**config.mk**
```make
export PLATFORM = sky130hd
export DESIGN_NAME = rle_literal_repeat_decoder_top
export DESIGN_NICKNAME = d
export VERILOG_FILES = /design/src/rtl/rlrd_pkg.sv /design/src/rtl/rlrd_in_stage.sv /design/src/rtl/rlrd_decode.sv /design/src/rtl/rle_literal_repeat_decoder_top.sv
export SDC_FILE = /design/constraint.sdc
export NUM_CORES = 1
export LEC_CHECK = 0
export ABC_CLOCK_PERIOD_IN_PS = 4330
export BUFFER_PORTS_ARGS = -buffer_cell sky130_fd_sc_hd__buf_2
export CORE_MARGIN = 2
export CORE_UTILIZATION = 50
export CTS_CLUSTER_DIAMETER = 80
export DETAILED_ROUTE_END_ITERATION = 10
export PLACE_DENSITY_LB_ADDON = 0.25
export SLEW_MARGIN = 20
export SYNTH_ARGS = -nofsm -noshare
export SYNTH_HDL_FRONTEND = slang
export SYNTH_SLANG_ARGS = --single-unit
export TNS_END_PERCENT = 1
```
**constraint.sdc**
```tcl
create_clock -name clk -period 4.33 [get_ports clk]
set_input_delay 0.433 -clock clk [delete_from_list [all_inputs] [get_ports clk]]
set_output_delay 0.433 -clock clk [all_outputs]
set_load 0.02 [all_outputs]
```
**src/rtl/rlrd_pkg.sv**
```systemverilog
`default_nettype none

package rlrd_pkg;

  localparam int unsigned ByteW  = 8;
  localparam int unsigned CountW = 7;
  localparam int unsigned TotalW = 24;

  localparam logic [CountW-1:0] CountMax = 7'd127;
  localparam logic [TotalW-1:0] TotalMax = 24'hFF_FFFF;

  // Bit 7 of a header byte selects a repeat run.
  localparam int unsigned RunFlagBit = 7;

  typedef enum logic [1:0] {
    PH_HEADER  = 2'd0,
    PH_REPVAL  = 2'd1,
    PH_LITERAL = 2'd2
  } phase_t;

  typedef struct packed {
    logic [ByteW-1:0] in_byte;
    logic             in_last;
  } in_item_t;

  typedef struct packed {
    logic [ByteW-1:0]  out_byte;
    logic [CountW-1:0] run_count;
    logic              stream_end;
    logic              truncated;
    logic [TotalW-1:0] decoded_total;
  } out_item_t;

  // Handshake between the input register and the decode stage.
  typedef struct packed {
    logic     valid;
    in_item_t item;
  } stage_t;

endpackage

`default_nettype wire

```
**src/rtl/rlrd_in_stage.sv**
```systemverilog
`default_nettype none

module rlrd_in_stage
  import rlrd_pkg::*;
(
  input  wire logic     clk,
  input  wire logic     rst,
  input  wire logic     in_valid,
  output logic          in_stall,
  input  wire in_item_t in_item,
  output stage_t        stage,
  input  wire logic     consume
);

  logic     valid;
  in_item_t item;
  logic     accept;

  // The register can take a new item whenever it is empty or is being
  // drained in the same cycle.
  assign in_stall = valid && !consume;
  assign accept   = in_valid && !in_stall;

  always_ff @(posedge clk) begin
    if (rst) begin
      valid <= 1'b0;
    end else if (accept) begin
      valid <= 1'b1;
    end else if (consume) begin
      valid <= 1'b0;
    end
  end

  always_ff @(posedge clk) begin
    if (accept) begin
      item <= in_item;
    end
  end

  assign stage.valid = valid;
  assign stage.item  = item;

endmodule

`default_nettype wire

```
**src/rtl/rlrd_decode.sv**
```systemverilog
`default_nettype none

module rlrd_decode
  import rlrd_pkg::*;
(
  input  wire logic   clk,
  input  wire logic   rst,
  input  wire stage_t stage,
  output logic        consume,
  output logic        out_valid,
  input  wire logic   out_stall,
  output out_item_t   out_item
);

  phase_t            phase;
  phase_t            phase_next;
  logic [CountW-1:0] bytes_left;
  logic [CountW-1:0] bytes_left_next;
  logic [CountW-1:0] repeat_len;
  logic [CountW-1:0] repeat_len_next;
  logic [TotalW-1:0] total_count;
  logic [TotalW-1:0] total_next;
  logic [TotalW:0]   total_sum;
  logic [CountW-1:0] add_count;
  logic              tok;
  logic              emit;
  logic              last;
  logic [ByteW-1:0]  b;
  out_item_t         result;

  assign b       = stage.item.in_byte;
  assign last    = stage.item.in_last;
  assign consume = stage.valid && (!out_valid || !out_stall);

  always_comb begin
    phase_next      = PH_HEADER;
    bytes_left_next = bytes_left;
    repeat_len_next = repeat_len;
    tok             = 1'b0;
    add_count       = '0;
    case (phase)
      PH_REPVAL: begin
        tok             = (repeat_len != '0);
        add_count       = repeat_len;
        repeat_len_next = '0;
        phase_next      = PH_HEADER;
      end
      PH_LITERAL: begin
        tok             = 1'b1;
        add_count       = CountW'(1);
        bytes_left_next = bytes_left - CountW'(1);
        phase_next      = (bytes_left_next == '0) ? PH_HEADER : PH_LITERAL;
      end
      default: begin
        if (b[RunFlagBit]) begin
          repeat_len_next = b[CountW-1:0];
          phase_next      = PH_REPVAL;
        end else if (b[CountW-1:0] != '0) begin
          bytes_left_next = b[CountW-1:0];
          phase_next      = PH_LITERAL;
        end else begin
          phase_next = PH_HEADER;
        end
      end
    endcase

    total_sum  = {1'b0, total_count} + {{(TotalW + 1 - CountW){1'b0}}, add_count};
    total_next = (total_sum > {1'b0, TotalMax}) ? TotalMax : total_sum[TotalW-1:0];
    emit       = tok || last;

    result.out_byte      = tok ? b : '0;
    result.run_count     = tok ? add_count : '0;
    result.stream_end    = last;
    result.truncated     = last && (phase_next != PH_HEADER);
    result.decoded_total = total_next;
  end

  // A last byte returns every state field to its reset value.
  always_ff @(posedge clk) begin
    if (rst) begin
      phase       <= PH_HEADER;
      bytes_left  <= '0;
      repeat_len  <= '0;
      total_count <= '0;
    end else if (consume) begin
      if (last) begin
        phase       <= PH_HEADER;
        bytes_left  <= '0;
        repeat_len  <= '0;
        total_count <= '0;
      end else begin
        phase       <= phase_next;
        bytes_left  <= bytes_left_next;
        repeat_len  <= repeat_len_next;
        total_count <= total_next;
      end
    end
  end

  always_ff @(posedge clk) begin
    if (rst) begin
      out_valid <= 1'b0;
    end else if (consume) begin
      out_valid <= emit;
    end else if (!out_stall) begin
      out_valid <= 1'b0;
    end
  end

  always_ff @(posedge clk) begin
    if (consume && emit) begin
      out_item <= result;
    end
  end

endmodule

`default_nettype wire

```
**src/rtl/rle_literal_repeat_decoder_top.sv**
```systemverilog
// Run-length token decoder for a byte stream of literal and repeat runs.
// Input channel: one coded byte per item on in_item (in_byte, in_last), taken
// at a rising edge with in_valid high and in_stall low. Output channel: run
// tokens on out_item, taken at an edge with out_valid high and out_stall low.
// A literal byte gives a token with run_count 1, a repeat run one token with
// its count; headers and zero-length runs give nothing, except that the item
// marked in_last always gives exactly one result carrying the saturating
// running total, stream_end and, if the stream stopped inside a run,
// truncated. After that item the decoder starts a fresh stream.
// Pipeline: an accepted item waits in the input register and is decoded into
// the output register when the decode stage consumes it.
// Throughput: one item per cycle while out_stall is low; the only loop is the
// registered state update of the decode stage. The input register is freed
// while the output register still holds a result only when that result is
// taken, so a stalled receiver backs up into in_stall after one more item.
// Reset: rst is synchronous; it empties both registers and returns the
// decoder to the header phase with a zero total.
`default_nettype none

module rle_literal_repeat_decoder_top
  import rlrd_pkg::*;
(
  input  wire logic      clk,
  input  wire logic      rst,
  input  wire logic      in_valid,
  output logic           in_stall,
  input  wire in_item_t  in_item,
  output logic           out_valid,
  input  wire logic      out_stall,
  output out_item_t      out_item
);

  stage_t stage;
  logic   consume;

  rlrd_in_stage u_in_stage (
    .clk      (clk),
    .rst      (rst),
    .in_valid (in_valid),
    .in_stall (in_stall),
    .in_item  (in_item),
    .stage    (stage),
    .consume  (consume)
  );

  rlrd_decode u_decode (
    .clk       (clk),
    .rst       (rst),
    .stage     (stage),
    .consume   (consume),
    .out_valid (out_valid),
    .out_stall (out_stall),
    .out_item  (out_item)
  );

`ifndef NO_ASSERTIONS
  a_trunc_only_at_end: assert property (@(posedge clk) disable iff (rst)
    out_valid && out_item.truncated |-> out_item.stream_end)
    else $error("truncated result without stream end");

  a_marker_only_at_end: assert property (@(posedge clk) disable iff (rst)
    out_valid && (out_item.run_count == '0) |->
      out_item.stream_end && (out_item.out_byte == '0))
    else $error("zero-count result that is not an end marker");

  a_stall_only_when_full: assert property (@(posedge clk) disable iff (rst)
    in_stall |-> stage.valid && out_valid && out_stall)
    else $error("input stalled with room in the pipeline");

  a_end_restarts_total: assert property (@(posedge clk) disable iff (rst)
    consume && stage.item.in_last |=> u_decode.total_count == '0)
    else $error("total not cleared after stream end");
`endif

endmodule

`default_nettype wire
```
==> metrics.md <==
| Metric | Value |
|---|---|
| CTS sink count | 92 |
| Final setup TNS | 0 ns |
| F_max | 290.5 MHz |
| Required time worst endpoint | between 4 and 5 ns |
| Maximum vdd ir drop | ~150 uV |
| Reg2reg path depth | 12 |
| Hold Fails Final Rpt | 0 |
| Share of Yosys cell area claimed by the top area cell type | 0.3264 |
| # Post-CTS Setup Buffers | 0 |
| Top-count cell post-synth | nand2_1 |
| Min Tclk post-route | between 3 and 4 ns |
| CP Cell Sequence | inv_1 > ha_1 > a21oi_1 > nor2_1 > ha_1 > inv_1 > fa_1 > nor2b_1 > o31ai_4 > a211oi_4 > o31ai_2 > a221oi_2 |
| Kind of critical path | flop to flop |
| Area after DPL | 4972 sq um |
| Worst relative slew slack | 0.3561 |
| Die width | 99.91 um |
| Fillers | 742 |
| Clk_lat worst skew | between 0.3 and 0.4 ns |
| Die Y-Extent | ~100 um |
| CP Depth | 12 |
| Reg-to-reg critical path startpoint | u_decode.phase[0]$_SDFFE_PP0P_ |
| Fin area | around 5000 sq um |
| Buffers and inverters on the worst path | 2 |
| Warnings from Yosys | 0 |
| Root Driver | clkbuf_8 |
| Post-synthesis cell count | roughly 450 |
| Cell accounting for the most synthesized area | edfxtp_1 |
| First-pass GRT wire length | 17.19 mm |
| Total global routing overflow | 0 |
| Max-cap violations | 0 |
| Outcome | completed |
| Setup violations, final | 0 |
| Rows | 34 |
| RSZ-0062 raised after global routing | no |
| List of most frequent post-synthesis cells | 52 x nand2_1, 50 x edfxtp_1, 42 x dfxtp_1 |
| Post-route clock skew | approximately 0.0085 ns |
| FF-to-FF End | u_decode.total_count[22]$_SDFFE_PP0P_ |
| Layout cells sized above 1 | 0.1798 |
| # hold bufs at CTS | 0 |
| Core area | between 8000 and 9000 sq um |
| H-tree lvl count | 3 |
| Final period util | 0.7950 |
| Post-CTS Resized | 0 |
| CTS Buffer Depth | 2 |
| Routed Antenna Nets | 0 |
| Post-synth EDFFs | 50 |
| Setup crit end kind | flop |
| Final Max Slew Viols | 0 |
| # nets final | ~530 |
| Pre-CTS setup slack | about 1.0 ns |
| R2r setup slk | 0.89 ns |
| Critical Path Max Stage Delay | 0.59 ns |
| Initial antenna violation count | 0 |
| Drt via density | approximately 5.9 |
| HP Class | primary input to flop |
| Asr flop ratio synth | 0 |
| DR vias | 3622 |
| Seq/Total Area, Yosys | 0.5092 |
| Clk slew on worst S/H paths | roughly 0.080 ns |
| Worst Path Arrival | approximately 3.7 ns |
| DIE AREA | roughly 10000 sq um |
| Worst Slack Setup Final | 0.8879 ns |
| Top_reg_cell synth | edfxtp_1 |
| Critical Path Start | u_decode.phase[0]$_SDFFE_PP0P_ |
| Worst path slowest cell | a211oi_4 |
| Syn_area_per_cell | around 10 sq um |
| Ports | 56 |
| Seq cells post-synth | 92 |
| Worst Path Max Fanout | 16 |
| Largest net degree at the start of global routing | 27 |
| Layout area overhead | 11.64% |
| Starting Density | 0.5223 |
| Leak | 1.945 nW |
| First drt pass iteration count | 5 |
| Worst setup endpoint | u_decode.total_count[22]$_SDFFE_PP0P_ |
| Syn_nets | 478 |
| Total CTS buffers | 9 |
| Synth Cell Area | between 4000 and 5000 sq um |
| Placer Congestion | between 0.8 and 0.9 |
| CTS tree | yes |
| Gr usage total | 0.2169 |
| ANT cells | 0 |
| Actual slew at the worst max-slew pin | approximately 0.96 ns |
| Yosys cell types | 68 |
| Cell family with most CP delay | compound AO/OA/AOI/OAI gates |
| Post-DP HPWL | a little over 7 mm |
| Via count of the first global-routing pass | ~3500 |
| WL/cell | approximately 17 um |
| Residual DRC count | 0 |
| Setup crit start kind | flop |
| Number of buffers added on ports | between 50 and 60 |
| DRT iter0 DRCs | between 150 and 200 |
| DRT Wirelength | between 10 and 15 mm |
| Ranking of synthesized cells by area | edfxtp_1 33%, dfxtp_1 18%, nand2_1 4.2% |
| PwrDens | about 310 nW/um^2 |
[per-layer routing]
layer	vias up	part of all wire	GRT usage
li1	1776	-	-
met2	108	0.46	0.3337
met5	-	0	0
met3	17	0.050	0.04039
met1	1721	0.47	0.3081
met4	0	0.017	0.07903
[cell families (layout without fill, tap and decap cells)]
group | Yosys count | in the layout | synth area share
compound gates | 116 | 116 | 0.1847
xor+xnor | 18 | 18 | 0.03428
fa+ha+maj | 13 | 13 | 0.03700
buf+inv | 38 | 92 | 0.03482
flops | 92 | 92 | 0.5092
mux | 4 | 4 | 0.009249
simple gates | 171 | 171 | 0.1907
[worst reg2reg max path, cell delays in order, from the launching register on]
cell      delay (ns)
dfxtp_1         0.34
inv_1           0.08
ha_1            0.49
a21oi_1         0.12
nor2_1          0.12
ha_1            0.21
inv_1           0.07
fa_1            0.39
nor2b_1         0.31
o31ai_4         0.15
a211oi_4        0.60
o31ai_2         0.15
a221oi_2        0.32
[worst min-delay path by stage]
stage	startpoint	endpoint	slack, ns	cells past startpoint
2_1_floorplan	u_in_stage.stage[0]$_DFFE_PP_	u_decode.out_item[25]$_DFFE_PP_	0.42	0
3_3_place_gp	u_decode.repeat_len[4]$_SDFFE_PP0P_	u_decode.repeat_len[4]$_SDFFE_PP0P_	0.45	2
3_5_place_dp	u_decode.repeat_len[1]$_SDFFE_PP0P_	u_decode.repeat_len[1]$_SDFFE_PP0P_	0.46	2
4_1_cts	in_item[0]	u_in_stage.stage[0]$_DFFE_PP_	0.23	1
5_1_grt	in_item[0]	u_in_stage.stage[0]$_DFFE_PP_	0.22	1
6_report	in_item[4]	u_in_stage.stage[4]$_DFFE_PP_	0.24	1
[power by group]
part           total (mW)  leakage (nW)  internal (mW)  switching (mW)
clock               0.504        0.0742          0.209           0.295
combinational       0.111          1.08         0.0371          0.0742
sequential          0.955         0.792          0.939          0.0162
total                1.57          1.95           1.18           0.386
[per-stage QoR]
stage	instances	hold WS (ns)	utilization	total power, mW
finish	614	0.2428	0.5831	1.570
global route	614	0.2180	0.5831	1.630
CTS	614	0.2250	0.5831	1.579
detailed placement	598	0.4634	0.5646	1.087
global placement	598	0.4505	0.5646	1.084
floorplan	452	0.4206	-	1.045
[final cells by class]
cell class,instances,area (sq um),area share
multi-input combinational,322,2110,0.4108
timing repair buffer,60,325.3,0.06335
inverter,16,60.06,0.01170
clock inverter,4,27.53,0.005361
sequential,92,2342,0.4561
clock buffer,12,135.1,0.02632
tap,108,135.1,0.02632
[sequential cells by signal (all words and copies together), names as in the netlist]
signal / flops
u_decode.bytes_left: 7
u_decode.out_item: 41
u_decode.out_valid: 1
u_decode.phase: 2
u_decode.repeat_len: 7
u_decode.total_count: 24
u_in_stage.stage: 9
u_in_stage.valid: 1
[cell usage in the layout, fill, tap and decap left out, drive strengths merged, types with 5 or more instances in the layout]
master  instances
buf            60
nand2          52
edfxtp         50
dfxtp          42
a21oi          34
nor2           26
nand3          21
and2           18
o21ai          18
inv            16
ha             12
nor3           12
clkbuf         12
xor2           10
a211oi          9
xnor2           8
nand4           8
a22o            7
and3            6
a31oi           6
or3             6
nor2b           5
No activity file was read; power rests on OpenSTA's default activity.
